<file path="src/hdl/frsq_pkg.sv">
// ---------------------------------------------------------------------------
// frsq_pkg: shared types, constants and functions for the fair-share run queue
// Holds the queue entry record, request and status codes, the controller
// states and the nice-to-weight table.
// ---------------------------------------------------------------------------
package frsq_pkg;

   localparam int DEF_QUEUE_DEPTH = 64;
   localparam int WEIGHT_MAX      = 88761;
   localparam int WEIGHT_W        = 17;
   localparam int VT_W            = 31;
   localparam int TID_W           = 16;
   localparam int STAMP_W         = 32;
   localparam int TICK_W          = 16;
   localparam int GRAN_W          = 10;
   localparam int LAT_W           = 16;
   localparam int NICE_W          = 6;
   localparam int NICE_SHIFT      = 10;   // charge scale is 1024
   localparam int NICE_OFFSET     = 20;
   localparam int NICE_LEVELS     = 40;
   localparam int GRAN_RESET      = 40;
   localparam int LAT_RESET       = 40 * 8;

   typedef enum logic [1:0] {
      REQ_INSERT = 2'd0,
      REQ_POP    = 2'd1,
      REQ_QUERY  = 2'd2,
      REQ_NONE   = 2'd3
   } req_type;

   typedef enum logic [1:0] {
      STS_OK    = 2'd0,
      STS_FULL  = 2'd1,
      STS_EMPTY = 2'd2
   } status_type;

   typedef enum logic {
      CSR_GRAN = 1'b0,
      CSR_LAT  = 1'b1
   } csr_type;

   typedef enum logic [2:0] {
      ST_IDLE,
      ST_CHARGE,
      ST_MULT,
      ST_SLICE,
      ST_SEND
   } state_type;

   typedef enum logic [1:0] {
      CELL_HOLD,
      CELL_INSERT,
      CELL_POP
   } cell_op_type;

   // one queued task; the chain keeps these sorted by (vtime, stamp)
   typedef struct packed {
      logic [VT_W-1:0]     vtime;
      logic [STAMP_W-1:0]  stamp;
      logic [TID_W-1:0]    task_id;
      logic [WEIGHT_W-1:0] weight;
   } entry_type;

   // load weight for a clamped nice index (0 means nice -20)
   function automatic logic [WEIGHT_W-1:0] weight_of(input logic [5:0] idx);
      logic [WEIGHT_W-1:0] w;
      case (idx)
         6'd0:  w = 17'd88761;  6'd1:  w = 17'd71755;  6'd2:  w = 17'd56483;
         6'd3:  w = 17'd46273;  6'd4:  w = 17'd36291;  6'd5:  w = 17'd29154;
         6'd6:  w = 17'd23254;  6'd7:  w = 17'd18705;  6'd8:  w = 17'd14949;
         6'd9:  w = 17'd11916;  6'd10: w = 17'd9548;   6'd11: w = 17'd7620;
         6'd12: w = 17'd6100;   6'd13: w = 17'd4904;   6'd14: w = 17'd3906;
         6'd15: w = 17'd3121;   6'd16: w = 17'd2501;   6'd17: w = 17'd1991;
         6'd18: w = 17'd1586;   6'd19: w = 17'd1277;   6'd20: w = 17'd1024;
         6'd21: w = 17'd820;    6'd22: w = 17'd655;    6'd23: w = 17'd526;
         6'd24: w = 17'd423;    6'd25: w = 17'd335;    6'd26: w = 17'd272;
         6'd27: w = 17'd215;    6'd28: w = 17'd172;    6'd29: w = 17'd137;
         6'd30: w = 17'd110;    6'd31: w = 17'd87;     6'd32: w = 17'd70;
         6'd33: w = 17'd56;     6'd34: w = 17'd45;     6'd35: w = 17'd36;
         6'd36: w = 17'd29;     6'd37: w = 17'd23;     6'd38: w = 17'd18;
         default: w = 17'd15;
      endcase
      return w;
   endfunction

endpackage

</file>
<file path="src/hdl/frsq_cell.sv">
// ---------------------------------------------------------------------------
// frsq_cell: one cell of the sorted run-queue chain
// Holds one entry. On insert it keeps, takes the new entry or takes its left
// neighbor's entry; on pop it takes its right neighbor's entry.
// ---------------------------------------------------------------------------
module frsq_cell
   import frsq_pkg::*;
(
   input  logic        clock,
   input  logic        reset,
   input  cell_op_type op,
   input  entry_type   new_ent,
   input  logic        left_valid,
   input  entry_type   left_ent,
   input  logic        left_gt,
   input  logic        right_valid,
   input  entry_type   right_ent,
   output logic        gt,
   output logic        valid,
   output entry_type   ent
);

   logic      valid_ff, valid_in;
   entry_type ent_ff, ent_in;

   // new entry sorts ahead of this one (empty cells always give way)
   assign gt = !valid_ff ||
               ({new_ent.vtime, new_ent.stamp} < {ent_ff.vtime, ent_ff.stamp});

   always_comb begin
      valid_in = valid_ff;
      ent_in   = ent_ff;
      case (op)
         CELL_INSERT: begin
            if (gt) begin
               valid_in = left_gt ? left_valid : 1'b1;
               ent_in   = left_gt ? left_ent : new_ent;
            end
         end
         CELL_POP: begin
            valid_in = right_valid;
            ent_in   = right_ent;
         end
         default: ;
      endcase
   end

   always_ff @(posedge clock) begin
      if (reset) begin
         valid_ff <= 1'b0;
      end else begin
         valid_ff <= valid_in;
      end
   end

   always_ff @(posedge clock) begin
      ent_ff <= ent_in;
   end

   assign valid = valid_ff;
   assign ent   = ent_ff;

endmodule

</file>
<file path="config.mk">
export PLATFORM = sky130hd
export DESIGN_NAME = frsq_cell
export DESIGN_NICKNAME = d
export VERILOG_FILES = /design/src/hdl/frsq_pkg.sv /design/src/hdl/frsq_cell.sv
export SDC_FILE = /design/constraint.sdc
export NUM_CORES = 1
export LEC_CHECK = 0
export BUFFER_PORTS_ARGS = -buffer_cell sky130_fd_sc_hd__clkbuf_2
export CORE_AREA = 2 2 151 153
export CTS_CLUSTER_DIAMETER = 60
export CTS_CLUSTER_SIZE = 8
export DETAILED_ROUTE_END_ITERATION = 12
export DIE_AREA = 0 0 153 155
export GPL_TIMING_DRIVEN = 1
export RECOVER_POWER = 25
export SLEW_MARGIN = 20
export SYNTH_ARGS = -nofsm -noshare
export SYNTH_HDL_FRONTEND = slang
export SYNTH_SLANG_ARGS = --single-unit
</file>
<file path="constraint.sdc">
create_clock -name clock -period 31.8 [get_ports clock]
set_input_delay 9.54 -clock clock [delete_from_list [all_inputs] [get_ports clock]]
set_output_delay 9.54 -clock clock [all_outputs]
set_load 0.005 [all_outputs]
</file>
-- Yosys cells after proc, flatten, opt, wreduce, memory -nomap -nowiden
Cells that the tools add are included.
- input bits: 295
- logic and storage cells: 19
- RAM bits: 0
- output and inout bits: 98
- latch bits: 0
- memories: 0
- bits in read-only memories: 0
- register bits after elaboration: 97
- reductions and logical operators: 4
- eq/ne operators: 3
- shift operators: 0
- muxes and demuxes: 6
- magnitude comparators: 1
- bitwise gates (word level): 0
- add/subtract/negate cells: 0
- divide/modulo/power cells: 0
- multipliers: 0
- operators with widths (kind ; number):
    96-bit 2-to-1 mux ; 2
    96-bit one-hot mux with 2 select lines ; 1
    63-bit < comparator ; 1
    2-bit by 1-bit equality test with 1-bit output, second input constant ; 1
    2-bit equality test, second input constant ; 1
    1-bit 2-to-1 mux ; 2
    2-bit inequality test, second input constant ; 1
    1-bit one-hot mux with 2 select lines ; 1
    2-bit AND reduction ; 1
    2-bit nonzero test ; 1
    1-bit zero test ; 1
    1-bit logical OR ; 1

-- Logic depth before layout (Yosys ltp)
- depth after elaboration: 4
- gate-level depth with buffers: 8
- mapped depth without buffers: 8

-- Least setup slack after synthesis
Ideal clock, no wire load.
- path kind: input port to output port
- from: input new_ent[73] (netlist name)
- to: output gt
- required time: 22.260 ns
- setup slack: 11.117 ns
- arrival: 11.143 ns
- stages on the path: 7
- buffers on the path: 0
- cells stage by stage: ha_1 a21o_1 nand3_2 a21oi_2 o311a_1 or4_4 o21ai_0
- cells in the longest elaborated chain, start to end: 2
- ends and longest elaborated chain (what ; line ; source):
    start, declared ; frsq_cell.sv:12 ; input entry_type new_ent,
    63-bit < comparator ; frsq_cell.sv:28 ; ({new_ent.vtime, new_ent.stamp} < {ent_ff.vtime, ent_ff.stamp});
    1-bit logical OR ; frsq_cell.sv:27 ; assign gt = !valid_ff ||
    end, declared ; frsq_cell.sv:18 ; output logic gt,
Every way passes these cells.

-- Worst setup path after layout
- from: input new_ent[55] (netlist name)
- to: output gt
Same word-level chain as after synthesis.

==> impl_metrics.py <==
metrics = {
    "run_status": {
        "outcome": "finished clean",
    },
    "place": {
        "gp_routability_congestion": 0.860,
        "hpwl_um": 16600,
        "placedInstanceArea_um2": 8730,
        "io_buffer_count": 392,
    },
    "sta": {
        "rsz0062_at_grt": "no",
        "tns_ps": 0,
        "period_share_pct": 66.7,
        "slew_viol_final": 0,
        "max_freq_mhz": 47.1,
        "maxSlewHeadroom_pct": 33.4,
        "hold_ws_ps": 681,
        "skew_ps": 10.3,
        "final.min_clock_period_ps": 21210,
        "hold_viol": 0,
        "tightest_slew_ps": 1000,
        "setup_violations": 0,
    },
    "hold_path": {
        "min_path_type": "register to register",
        "holdPathStages": 3,
        "hold_path_startpoint": "valid",
        "min_to": "valid",
    },
    "synth": {
        "synth_top_family_by_area": "multiplexers",
        "ys_types": 35,
        "ys.flop_type": "edfxtp_1",
        "synth_edf_count": 96,
        "synth-async-reset-ratio_pct": 0,
        "muxShareOfSynthArea_pct": 15.0,
        "ys_warn_count": 0,
        "yosysTopAreaCell": "edfxtp_1",
        "yosys_register_bits": 97,
        "syn-instance-count": 651,
        "synth-xor-area-share_pct": 0,
        "synth-simple-area-share_pct": 9.81,
        "synth.area.top_cells": "edfxtp_1 (45%), mux2i_1 (15%), ha_1 (12%)",
        "yosys.area_share.adder_pct": 12.0,
        "syn-num-nets": 1008,
        "synth_area_per_cell_um2": 9.94,
        "synth_compound_area_share_pct": 12.6,
        "ys_seq_area_share_pct": 44.9,
        "mappedNetlistArea_um2": 6470,
        "netlist.area_leader.share_pct": 44.6,
    },
    "power_and_ir_drop": {
        "p_int_uw": 264,
        "p_leak_nw": 4.41,
        "seq_power_share_pct": 44.9,
        "total_power_uw": 372,
        "comb_power_share_pct": 24.9,
        "clock_power_share_pct": 30.2,
        "power_switching_share_pct": 29.2,
        "vdd_drop_max_uv": 27.5,
        "power.density_nw_per_um2": 41.6,
        "switchingPower_uw": 109,
    },
    "layout": {
        "utilization_pct": 40.2,
        "layout-drive-gt1-share_pct": 34.5,
        "diodes": 0,
        "regArea_um2": 2900,
        "fill_cells": 2257,
        "layout_commonest_cell": "clkbuf_2",
        "fin_nets": 1384,
        "final_cell_mix": "clkbuf_2 (330), nand2_1 (111), o21ai_0 (106)",
        "syn_to_final_growth_pct": 38.3,
        "multi_input_area_um2": 3210,
        "final_area_um2": 8940,
    },
    "floorplanning": {
        "die_x_um": 153,
        "initial_core_util_pct": 29.1,
        "die-area_um2": 23700,
        "fp.dieH_um": 155,
        "fp-row-count": 55,
        "ios": 393,
        "core-area_um2": 22200,
    },
    "setup_path": {
        "cp_cell_sequence": "clkbuf_2, ha_1, a21oi_1, o21ai_0, a221oi_1, nor4_1, or4_4, o21ai_0, clkbuf_2",
        "startpoint_type": "input port",
        "crit_family": "compound AO/OA/AOI/OAI gates",
        "crit_path_end_kind": "output port",
        "slowest_delay_ps": 470,
        "reg2reg_depth": 10,
        "r2r_slack_ps": 27840,
        "crit_buf_inv": 2,
        "r2r-end": "ent[16]",
        "crit_required_ps": 22260,
        "arrival_ps": 11670,
        "cp_slowest_cell": "or4_4",
        "crit_type": "input port to output port",
        "path_max_fanout": 3,
        "reg2reg_from": "ent[53]",
    },
    "route": {
        "post_drt_wl_per_cell_um": 15.6,
        "vias": 6042,
        "first_pass_iters": 6,
        "drt_iter0_drc": 262,
        "wl_um": 20500,
        "drtAntennaViolNets": 0,
        "drcViolationCount": 0,
        "via_per_inst": 4.59,
    },
    "clock_network": {
        "clk_latency_ps": 350,
        "clkSinkCount": 97,
        "ctsHtreeMaxLevel": 3,
        "clock_path_buffers": 2,
        "cts_buffers": 9,
        "clk_pin_slew_ps": 70,
        "cts_tree": "yes",
        "cts_hold_buf": 0,
        "post_cts_resized": 0,
        "cts_root_buffer": "clkbuf_16",
        "post_cts_buffers": 0,
    },
    "global_route": {
        "grt_antenna_before_repair": 1,
        "grt_overflow": 0,
        "grt_usage_pct": 16.8,
        "grt_pass1_wl_um": 31100,
        "grt_max_degree": 118,
        "grt_pass1_vias": 5815,
    },
    "run": {
        "maxCapViolCount": 0,
    },
}
[worst reg2reg max path, stage by stage, from the launching register on]
cell and delay [ps]:
edfxtp_1 390, inv_1 70, ha_1 240, a21oi_1 140, o21ai_0 130, a221oi_1 440, nor4_1 160, or4_4 470
o41ai_4 280, buf_4 540, buf_4 660
[cell usage after synthesis, drive strengths merged (2+ instances only)]
library cell	count
nand2	111
nand4	10
o31a	2
or4	2
a21oi	27
mux2i	97
a21boi	2
a21o	3
nor3	2
edfxtp	96
nor4	2
inv	66
nor2b	2
ha	62
a221oi	3
clkbuf	27
nand3	9
nor2	6
buf	5
o41ai	2
o21ai	106
[metal layers]
metal	routed length (um)	GRT usage [%]	up-vias	part of all wire, %
met2	10500	30.3	206	51
met3	1200	3.34	21	5.9
met1	8440	20.0	2716	41
met5	10	0	-	0.049
met4	330	5.34	2	1.6
li1	-	-	3097	-
[power by group through the flow]
stage	Clock [mW]	Combinational, mW	Sequential (mW)
after global placement	0	0.0955	0.169
after CTS	0.116	0.0972	0.167
after detailed placement	0	0.0967	0.170
after global routing	0.121	0.106	0.169
after floorplan	0	0.0451	0.173
final	0.112	0.0928	0.167
[how the worst max path moves through the flow]
stage	from	to	slack (ps)	cells after the start
after global placement	new_ent[35]	gt	10640	9
final	new_ent[55]	gt	10590	9
after floorplan	new_ent[73]	gt	11120	7
after global routing	new_ent[94]	gt	10360	9
after CTS	new_ent[55]	gt	10590	9
after detailed placement	new_ent[55]	gt	10600	9
[registers in the layout, indices dropped and copies added, names as in the netlist]
signal,cells
ent,96
valid,1
[metrics by stage]
step | instances | setup WS, ps
2_1_floorplan | 651 | 11120
3_3_place_gp | 1301 | 10640
3_5_place_dp | 1301 | 10600
4_1_cts | 1317 | 10590
5_1_grt | 1317 | 10360
6_report | 1317 | 10590
[cell families (layout without fill, tap and decap cells)]
| family | count (synthesis) | after routing |
|---|---|---|
| fa+ha+maj | 62 | 62 |
| flops | 97 | 97 |
| buf+inv | 98 | 479 |
| simple gates | 148 | 148 |
| mux | 97 | 97 |
| compound gates | 149 | 149 |
[cell type report]
class                      count  area share, %
clock buffer                   9           2.52
clock inverter                 7          0.783
inverter                      66           2.77
timing repair buffer         397           21.6
tap                          285           3.99
multi-input combinational    456           35.9
sequential                    97           32.5
No activity file was read; power rests on OpenSTA's default activity.
