`src/hdl/frsq_pkg.sv`:
```
// ---------------------------------------------------------------------------
// frsq_pkg: shared types, constants and functions for the fair-share run queue
// Holds the queue entry record, request and status codes, the controller
// states and the nice-to-weight table.
// ---------------------------------------------------------------------------
package frsq_pkg;

   localparam int DEF_QUEUE_DEPTH = 64;
   localparam int WEIGHT_MAX      = 88761;
   localparam int WEIGHT_W        = 17;
   localparam int VT_W            = 31;
   localparam int TID_W           = 16;
   localparam int STAMP_W         = 32;
   localparam int TICK_W          = 16;
   localparam int GRAN_W          = 10;
   localparam int LAT_W           = 16;
   localparam int NICE_W          = 6;
   localparam int NICE_SHIFT      = 10;   // charge scale is 1024
   localparam int NICE_OFFSET     = 20;
   localparam int NICE_LEVELS     = 40;
   localparam int GRAN_RESET      = 40;
   localparam int LAT_RESET       = 40 * 8;

   typedef enum logic [1:0] {
      REQ_INSERT = 2'd0,
      REQ_POP    = 2'd1,
      REQ_QUERY  = 2'd2,
      REQ_NONE   = 2'd3
   } req_type;

   typedef enum logic [1:0] {
      STS_OK    = 2'd0,
      STS_FULL  = 2'd1,
      STS_EMPTY = 2'd2
   } status_type;

   typedef enum logic {
      CSR_GRAN = 1'b0,
      CSR_LAT  = 1'b1
   } csr_type;

   typedef enum logic [2:0] {
      ST_IDLE,
      ST_CHARGE,
      ST_MULT,
      ST_SLICE,
      ST_SEND
   } state_type;

   typedef enum logic [1:0] {
      CELL_HOLD,
      CELL_INSERT,
      CELL_POP
   } cell_op_type;

   // one queued task; the chain keeps these sorted by (vtime, stamp)
   typedef struct packed {
      logic [VT_W-1:0]     vtime;
      logic [STAMP_W-1:0]  stamp;
      logic [TID_W-1:0]    task_id;
      logic [WEIGHT_W-1:0] weight;
   } entry_type;

   // load weight for a clamped nice index (0 means nice -20)
   function automatic logic [WEIGHT_W-1:0] weight_of(input logic [5:0] idx);
      logic [WEIGHT_W-1:0] w;
      case (idx)
         6'd0:  w = 17'd88761;  6'd1:  w = 17'd71755;  6'd2:  w = 17'd56483;
         6'd3:  w = 17'd46273;  6'd4:  w = 17'd36291;  6'd5:  w = 17'd29154;
         6'd6:  w = 17'd23254;  6'd7:  w = 17'd18705;  6'd8:  w = 17'd14949;
         6'd9:  w = 17'd11916;  6'd10: w = 17'd9548;   6'd11: w = 17'd7620;
         6'd12: w = 17'd6100;   6'd13: w = 17'd4904;   6'd14: w = 17'd3906;
         6'd15: w = 17'd3121;   6'd16: w = 17'd2501;   6'd17: w = 17'd1991;
         6'd18: w = 17'd1586;   6'd19: w = 17'd1277;   6'd20: w = 17'd1024;
         6'd21: w = 17'd820;    6'd22: w = 17'd655;    6'd23: w = 17'd526;
         6'd24: w = 17'd423;    6'd25: w = 17'd335;    6'd26: w = 17'd272;
         6'd27: w = 17'd215;    6'd28: w = 17'd172;    6'd29: w = 17'd137;
         6'd30: w = 17'd110;    6'd31: w = 17'd87;     6'd32: w = 17'd70;
         6'd33: w = 17'd56;     6'd34: w = 17'd45;     6'd35: w = 17'd36;
         6'd36: w = 17'd29;     6'd37: w = 17'd23;     6'd38: w = 17'd18;
         default: w = 17'd15;
      endcase
      return w;
   endfunction

endpackage

```
`src/hdl/frsq_div.sv`:
```
// ---------------------------------------------------------------------------
// frsq_div: restoring divider, one quotient bit per cycle
// done pulses when the quotient is ready.
// ---------------------------------------------------------------------------
module frsq_div
   import frsq_pkg::*;
#(
   parameter int DVD_W = 34,
   parameter int DVS_W = 23
) (
   input  logic             clock,
   input  logic             reset,
   input  logic             start,
   input  logic [DVD_W-1:0] dividend,
   input  logic [DVS_W-1:0] divisor,
   output logic             done,
   output logic [DVD_W-1:0] quotient
);

   localparam int CW = $clog2(DVD_W + 1);

   logic             busy_ff, busy_in;
   logic             done_ff, done_in;
   logic [CW-1:0]    cnt_ff, cnt_in;
   logic [DVS_W:0]   rem_ff, rem_in;
   logic [DVD_W-1:0] quo_ff, quo_in;
   logic [DVS_W-1:0] dvs_ff, dvs_in;
   logic [DVS_W:0]   shifted;
   logic [DVS_W+1:0] trial;

   // one restoring step
   always_comb begin
      shifted = {rem_ff[DVS_W-1:0], quo_ff[DVD_W-1]};
      trial   = {1'b0, shifted} - {2'b00, dvs_ff};
      busy_in = busy_ff;
      done_in = 1'b0;
      cnt_in  = cnt_ff;
      rem_in  = rem_ff;
      quo_in  = quo_ff;
      dvs_in  = dvs_ff;
      if (start) begin
         busy_in = 1'b1;
         cnt_in  = '0;
         rem_in  = '0;
         quo_in  = dividend;
         dvs_in  = divisor;
      end else if (busy_ff) begin
         if (trial[DVS_W+1]) begin
            rem_in = shifted;
            quo_in = {quo_ff[DVD_W-2:0], 1'b0};
         end else begin
            rem_in = trial[DVS_W:0];
            quo_in = {quo_ff[DVD_W-2:0], 1'b1};
         end
         cnt_in = cnt_ff + 1'b1;
         if (cnt_ff == CW'(DVD_W - 1)) begin
            busy_in = 1'b0;
            done_in = 1'b1;
         end
      end
   end

   always_ff @(posedge clock) begin
      if (reset) begin
         busy_ff <= 1'b0;
         done_ff <= 1'b0;
      end else begin
         busy_ff <= busy_in;
         done_ff <= done_in;
      end
   end

   always_ff @(posedge clock) begin
      cnt_ff <= cnt_in;
      rem_ff <= rem_in;
      quo_ff <= quo_in;
      dvs_ff <= dvs_in;
   end

   assign done     = done_ff;
   assign quotient = quo_ff;

endmodule

```
`config.mk`:
```
export PLATFORM = sky130hd
export DESIGN_NAME = frsq_div
export DESIGN_NICKNAME = d
export VERILOG_FILES = /design/src/hdl/frsq_pkg.sv /design/src/hdl/frsq_div.sv
export SDC_FILE = /design/constraint.sdc
export NUM_CORES = 1
export LEC_CHECK = 0
export BUFFER_PORTS_ARGS = -buffer_cell sky130_fd_sc_hd__buf_2
export CORE_MARGIN = 8
export CORE_UTILIZATION = 55
export DETAILED_ROUTE_END_ITERATION = 12
export PLACE_DENSITY = 0.84
export SETUP_SLACK_MARGIN = 0.4
export SYNTH_ARGS = -nofsm -noshare
export SYNTH_HDL_FRONTEND = slang
export SYNTH_SLANG_ARGS = --single-unit
```
`constraint.sdc`:
```
create_clock -name clock -period 3.49 [get_ports clock]
set_input_delay 0.698 -clock clock [delete_from_list [all_inputs] [get_ports clock]]
set_output_delay 0.698 -clock clock [all_outputs]
set_load 0.01 [all_outputs]
```
# Word-level counts from Yosys, hierarchy flattened
# Cells that the tools add are included.
[word_totals] ff_bits=88 in_bits=60 output_inout_bits=35 word_cells=20
[op_classes] add_sub_neg=2 eq_ne=1 mux=8 bitwise=1 n_reduce_logical=2
[op_table] op="two-way mux 34 bit" n=2
[op_table] op="subtractor 24 x 23 -> 25 bit" n=1
[op_table] op="two-way mux 23 bit" n=1
[op_table] op="adder 6 x 1 -> 6 bit (second input constant)" n=1
[op_table] op="equality test 6 bit (second input constant)" n=1
[op_table] op="two-way mux 1 bit" n=5
[op_table] op="OR reduction 3 bit" n=1
[op_table] op="nonzero test 2 bit" n=1
[op_table] op="inverter 1 bit" n=1

# Depth between registers and ports, before layout
# Gate-level depths: netlist (run 1).
[logic_depth] ltp_word=4 ltp_mapped=13

# Worst setup path after synthesis (run 1)
# No wires, ideal clock.
[synth_timing] kind="register -> register" start="register quo_ff[33] (netlist: quotient[33])" end="register quo_ff[0] (netlist: quotient[0]) (data pin)" setup_ns=0.260 arrival_time_ns=2.609 t_required_ns=3.230 slack_ns=0.621 stages_incl_launch_ff=13 n_path_buf=2 synth_period_minus_slack_ns=2.869 cell_sequence="edfxtp_1 -> inv_1 -> ha_1 -> fa_1 -> nor2b_4 -> o31ai_4 -> a21oi_2 -> or4_4 -> nand3_1 -> nand2_1 -> buf_2 -> buf_2 -> mux2_2"
[synth_via] elab_chain_len=4
[synth_lines] item="start, declared" line_no="frsq_div.sv:26" source="logic [DVD_W-1:0] quo_ff, quo_in;"
[synth_lines] item="start signal, assigned" line_no="frsq_div.sv:76" source="quo_ff <= quo_in;"
[synth_lines] item="subtractor 24 x 23 -> 25 bit" line_no="frsq_div.sv:34" source="trial = {1'b0, shifted} - {2'b00, dvs_ff};"
[synth_lines] item="two-way mux 1 bit" line_no="frsq_div.sv:48" source="if (trial[DVS_W+1]) begin"
[synth_lines] item="two-way mux 34 bit" line_no="frsq_div.sv:47" source="end else if (busy_ff) begin"
[synth_lines] item="two-way mux 34 bit" line_no="frsq_div.sv:41" source="if (start) begin"
[synth_lines] item="net quo_in[0]" line_no="frsq_div.sv:26"
# The timed path passes the listed nets, and every way through them passes these cells. The select of a mux whose other input is x is not followed.
# A chain may end at the register's enable or synchronous reset.

# Final worst setup path (run 1)
[layout_timing] start="register quo_ff[33] (netlist: quotient[33])" end="register rem_ff[22]"
[layout_via] elab_chain_len=2
[layout_lines] item="subtractor 24 x 23 -> 25 bit" line_no="frsq_div.sv:34"
[layout_lines] item="two-way mux 23 bit" line_no="frsq_div.sv:48"
[layout_lines] item="end signal, assigned" line_no="frsq_div.sv:75" source="rem_ff <= rem_in;"
[layout_lines] item="end, declared" line_no="frsq_div.sv:25" source="logic [DVS_W:0] rem_ff, rem_in;"
# Every way passes these cells.

==> results.tsv, run 1 <==
stage	metric	value	unit
logic_synthesis	synth-warning-count	0	
layout	drive_above_1_share	30.2	%
logic_synthesis	synth.area.mux_share	9.80	%
clocking	cts_setup_buffers	0	
logic_synthesis	synth_top_family_by_area	compound AO/OA/AOI/OAI gates	
timing	whs	487	ps
timing	worst_pin_slew	799	ps
logic_synthesis	syn_inst	439	
die	rows	34	
layout	final_core_util	64.9	%
timing	period_minus_slack	2940	ps
power	p_sw_share	30.1	%
layout	syn_to_final_growth	16.8	%
critical_path	critPathLaunch	quotient[33]	
power	clock_power_share	26.8	%
placed_design	gp_congestion	0.898	
clocking	holdBufCountCts	0	
die	die_h	109	µm
logic_synthesis	yosysUniqueCellTypes	51	
critical_path	cp_max_fo	4	
power	comb_power_share	24.9	%
clocking	cts_buffers	9	
logic_synthesis	synth_xor_area_share	3.52	%
die	fp.dieW	109	µm
drt	totalWireLength	10900	µm
logic_synthesis	synthArstFlopShare	0	%
timing	fmax	0.340	GHz
drt	drt-initial-drc-count	233	
min_path	hp-class	reg -> reg	
drt	first_pass_iters	5	
placed_design	hpwl	7950	µm
logic_synthesis	synth_simple_gate_area_share	12.1	%
layout	layout_common_cells	buf_2, edfxtp_1, nand2_1	
min_path	hold_depth	2	
timing	rsz0062_at_grt	yes	
clocking	ctsHtreeMaxLevel	3	
die	ioPinCount	95	
clocking	path_clk_slew	90	ps
timing	slew_violations	0	
grt	antenna_found_initial	0	
timing	period_share	84.2	%
layout	insertedDiodeCount	0	
logic_synthesis	synth_nets	525	
drt	route.detailed.drc	0	
drt	viasPerCell	5.75	
logic_synthesis	synth_edf_count	57	
logic_synthesis	yosys_most_used_dff	edfxtp_1	
critical_path	reg2reg_from	quotient[33]	
placed_design	io_buffers	94	
grt	grt_start_max_net_pins	44	
drt	wl_per_cell	16.9	µm
clocking	cts_tree	yes	
layout	nNetsFinal	617	
logic_synthesis	ys_seq_area_share	49.4	%
logic_synthesis	ys_ff_latch	88	
power	ir_drop	0.000277	V
job	drv_cap	0	
critical_path	critPathLaunchType	flop	
logic_synthesis	synth_compound_area_share	14.1	%
power	seqPwrFrac	48.3	%
run_status	status	finished, final reports clean	
drt	ant_nets	0	
logic_synthesis	syn-cell-area	4720	µm²
timing	setup_viol	0	
drt	vias	3702	
power	powerDensity	477	nW/µm²
grt	grt_pass1_wl	18100	µm
logic_synthesis	syn_area_per_cell	10.8	µm²
clocking	clockBufferDepth	2	
critical_path	reg2reg_slack	550	ps
layout	layout_commonest_cell	buf_2	
clocking	cts-root-buf	clkbuf_8	
grt	track_usage	19.0	%
grt	grt.overflow.total	0	
die	core-area	8510	µm²
power	switchingPower	0.793	mW
critical_path	path_class	reg -> reg	
critical_path	worstRegToRegCells	11	
timing	hold_viol	0	
power	p_leak	2.33	nW
die	die_area	11800	µm²
critical_path	cp-end-kind	flop	
clocking	cts_sinks	88	
critical_path	crit_required	3770	ps
critical_path	crit_arrival	3210	ps
min_path	min_from	rem_ff[8]	
die	initial_core_util	55.5	%
timing	relSlewSlack	46.7	%
timing	setup_tns	0	ps
power	p_int	1.84	mW
grt	grt_pass1_vias	3965	
clocking	clk_latency	360	ps
logic_synthesis	synth_fa_ha_area_share	7.04	%
timing	clock_skew	9.79	ps
[power groups by stage]
stage / combinational, mW / sequential (mW) / clock [mW]
final: 0.656 / 1.27 / 0.706
after global routing: 0.724 / 1.28 / 0.755
after CTS: 0.649 / 1.27 / 0.722
after detailed placement: 0.641 / 1.29 / 0
after global placement: 0.619 / 1.29 / 0
after floorplan: 0.439 / 1.30 / 0
[Yosys cell counts, types with 12 or more instances]
master     n  area (µm²)
o21ai_0   16        80.1
edfxtp_1  57        1710
a211oi_1  13        97.6
ha_1      25         313
nand2_1   38         143
mux2_2    34         383
nor2_1    36         135
a21oi_1   25         125
inv_1     31         116
clkbuf_1  12        45.0
dfxtp_1   31         621
[timing repair]
item,in CTS,in global routing
endpoints found under the setup margin,7,7
resized for setup,1,5
pin swaps,0,0
[per-stage QoR]
stage / total power, mW / instance area, µm² / setup WS [ps] / cells
finish: 2.63 / 5520 / 552 / 644
global route: 2.76 / 5520 / 384 / 644
CTS: 2.64 / 5500 / 426 / 644
detailed placement: 1.93 / 5300 / 291 / 628
global placement: 1.91 / 5300 / 490 / 628
floorplan: 1.74 / 4720 / 621 / 439
[worst paths after layout]
check / to
max: rem_ff[22]
min: rem_ff[8]
max reg2reg: rem_ff[22]
min reg2reg: rem_ff[8]
[metal layers]
layer	wire length [µm]	global-route usage [%]
met5	0	0
met4	203	9.09
met3	873	6.21
met2	5340	32.3
met1	4460	21.3
[kinds of logic after synthesis]
| group | count (synthesis) |
|---|---|
| AO/OA/AOI/OAI | 97 |
| XOR/XNOR | 19 |
| adder cells (fa/ha/maj) | 26 |
| buffers and inverters | 50 |
| flip-flops | 88 |
| multiplexers | 42 |
| AND/OR/NAND/NOR | 117 |
[sequential cells by signal (all words and copies together) (netlist names)]
register	flops
quotient	34
dvs_ff	23
rem_ff	23
cnt_ff	6
busy_ff	1
done	1
[worst max-delay path, cell delays in order (launching register included)]
cell      delay, ps
edfxtp_1        370
inv_1            60
ha_1            220
fa_1            450
nor2b_4         180
o31ai_4          80
a21oi_2         210
nor4_1           90
o31ai_1         390
a311oi_1        140
or4_1           430
a311oi_2        230
[area by class of cell]
class / instances / area [µm²]
multi-input combinational: 301 / 2220
clock inverter: 6 / 67.6
clock buffer: 10 / 128
timing repair buffer: 100 / 518
sequential: 88 / 2330
tap: 108 / 135
inverter: 31 / 116
fill: 650 / 2990
No activity file was read; power rests on OpenSTA's default activity.
==> run 2, diff against run 1 <==
==> constraint.sdc (replaced) <==
create_clock -name clock -period 2.9 [get_ports clock]
set_input_delay 0.58 -clock clock [delete_from_list [all_inputs] [get_ports clock]]
set_output_delay 0.58 -clock clock [all_outputs]
set_load 0.01 [all_outputs]
==> results.tsv, run 2 (synthesis gave the netlist of run 1 again) <==
stage	metric	value	unit	change
die	core-area	8510	µm²	unchanged
critical_path	crit_required	3180	ps	-590 ps
drt	totalWireLength	12000	µm	+10%
critical_path	slowest_stage	edfxtp_1		
timing	relSlewSlack	59.3	%	+13 points
die	die_area	11800	µm²	unchanged
clocking	ctsHtreeMaxLevel	3		unchanged
timing	setup_ws	-5.17	ps	-557 ps
critical_path	cp-end-kind	flop		
timing	setup_viol	1		+1
die	rows	34		unchanged
clocking	cts_tree	yes		
die	die_h	109	µm	unchanged
layout	drive_above_1_share	39.5	%	+9.2 points
layout	nNetsFinal	641		+3.9%
layout	largest_reg_flops	34		unchanged
clocking	cts_buffers	9		unchanged
critical_path	crit_arrival	3180	ps	-30 ps
placed_design	io_buffers	94		unchanged
min_path	hp-class	in -> reg		
timing	worst_pin_slew	611	ps	-189 ps
placed_design	hpwl	7730	µm	-2.8%
critical_path	cp_num_buf_inv	2		+1
layout	layout_commonest_cell	buf_2		
critical_path	cp_common_cell	buf_4		
layout	layout_common_cells	buf_2, edfxtp_1, mux2_2, nor2_1, dfxtp_1		
drt	viasPerCell	5.85		+1.8%
timing	rsz0062_at_grt	yes		
power	p_leak	2.53	nW	+8.4%
layout	instances_no_fill	668		+3.7%
timing	period_share	100	%	+16 points
power	powerDensity	580	nW/µm²	+22%
placed_design	gp_congestion	0.891		-0.74%
layout	syn_to_final_growth	27.6	%	
clocking	clockBufferDepth	2		unchanged
clocking	holdBufCountCts	0		unchanged
grt	track_usage	19.3	%	+0.27 points
layout	final_area	6030	µm²	+9.2%
grt	antenna_found_initial	0		unchanged
critical_path	crit_chain	ha_4 > fa_2 > nor2b_4 > o31ai_4 > a21oi_2 > buf_4 > nor4_2 > o31ai_1 > buf_4 > a311oi_1 > or4_1 > a311oi_2		
drt	wl_per_cell	18.0	µm	+6.4%
grt	grt_start_max_net_pins	50		+14%
timing	fmax	0.344	GHz	+1.1%
run_status	violations	negative setup slack		
drt	route.detailed.drc	0		unchanged
clocking	path_clk_slew	100	ps	about the same
clocking	clk_latency	370	ps	about the same
critical_path	worst_path_largest_cell_delay	450	ps	about the same
timing	slew_violations	0		unchanged
timing	hold_viol	0		unchanged
placed_design	dp_cells	631		+0.48%
critical_path	path_class	reg -> reg		
layout	insertedDiodeCount	0		unchanged
job	drv_cap	0		unchanged
critical_path	critPathLaunchType	flop		
power	ir_drop	0.000353	V	+27%
placed_design	post_dp_cell_area	5360	µm²	+1.2%
clocking	cts_sinks	88		unchanged
critical_path	cp_max_fo	3		-1
grt	grt_pass1_vias	3959		-0.15%
drt	drt-initial-drc-count	223		-4.3%
clocking	cts-root-buf	clkbuf_8		
timing	clock_skew	16.9	ps	+7.10 ps
drt	ant_nets	0		unchanged
critical_path	worst_path_dominant_cell_family	compound AO/OA/AOI/OAI gates		
run_status	status	complete, but fails checks		
grt	grt_pass1_wl	18200	µm	+0.84%
grt	grt.overflow.total	0		unchanged
die	fp.dieW	109	µm	unchanged
timing	period_minus_slack	2910	ps	-33.1 ps
die	initial_core_util	55.5	%	unchanged
die	ioPinCount	95		unchanged
drt	vias	3909		+5.6%
drt	first_pass_iters	4		-1
==> run 2: cell count changes in the layout (fill, tap and decap cells not counted), moves of 4 or more <==
cell      before  now
a311oi_2       1    5
buf_6          0    9
nand2_1       37   30
a21oi_1       25   20
buf_4          7   18
nand2_2        0    4
a21oi_2        1    6
a311oi_1       8    4
==> run 2: repair_timing <==
action	in CTS	in global routing
endpoints found under the setup margin	24	24
cloned	1	0
resized for setup	27	34
pin swaps	21	27
buffers inserted	11	9
==> run 2: power by group <==
group / switching, mW / internal, mW
clock network: 0.461 / 0.492
logic: 0.538 / 0.471
registers: 0.0718 / 1.46
==> run 2: final cells by class <==
cell class	instances	area, µm²
repair buffers	124	779
clock inverters	6	92.6
multi-input cells	301	2440
inverters	31	116
well taps	108	135
fillers	586	2480
clock buffers	10	128
flip-flops and latches	88	2330
==> run 2: worst paths after layout <==
check        slack (ps)  depth (start not counted)         end  startpoint
min                 370                          1   dvs_ff[3]  divisor[3]
max reg2reg          -5                         12  rem_ff[22]   dvs_ff[0]
min reg2reg         480                          2        done   cnt_ff[5]
max                  -5                         12  rem_ff[22]   dvs_ff[0]
==> run 2: stage by stage <==
| stage | hold slack [ps] | setup slack (ps) | utilization, % | power, mW | setup TNS [ps] |
|---|---|---|---|---|---|
| 2_1_floorplan | 443 | 113 | - | 2.12 | 0 |
| 3_3_place_gp | 465 | 135 | 63.0 | 2.32 | 0 |
| 3_5_place_dp | 480 | 59.3 | 63.0 | 2.35 | 0 |
| 4_1_cts | 373 | 173 | 68.3 | 3.39 | 0 |
| 5_1_grt | 363 | -87.9 | 70.9 | 3.64 | -87.9 |
| 6_report | 374 | -5.17 | 70.9 | 3.50 | -5.17 |
==> run 2: layer usage <==
layer | track usage, % | wire, µm | up-vias
li1 | - | - | 1841
met1 | 23.4 | 4900 | 1865
met2 | 29.6 | 5630 | 163
met3 | 7.98 | 1090 | 40
met4 | 8.50 | 383 | 0
met5 | 0 | 0 | -
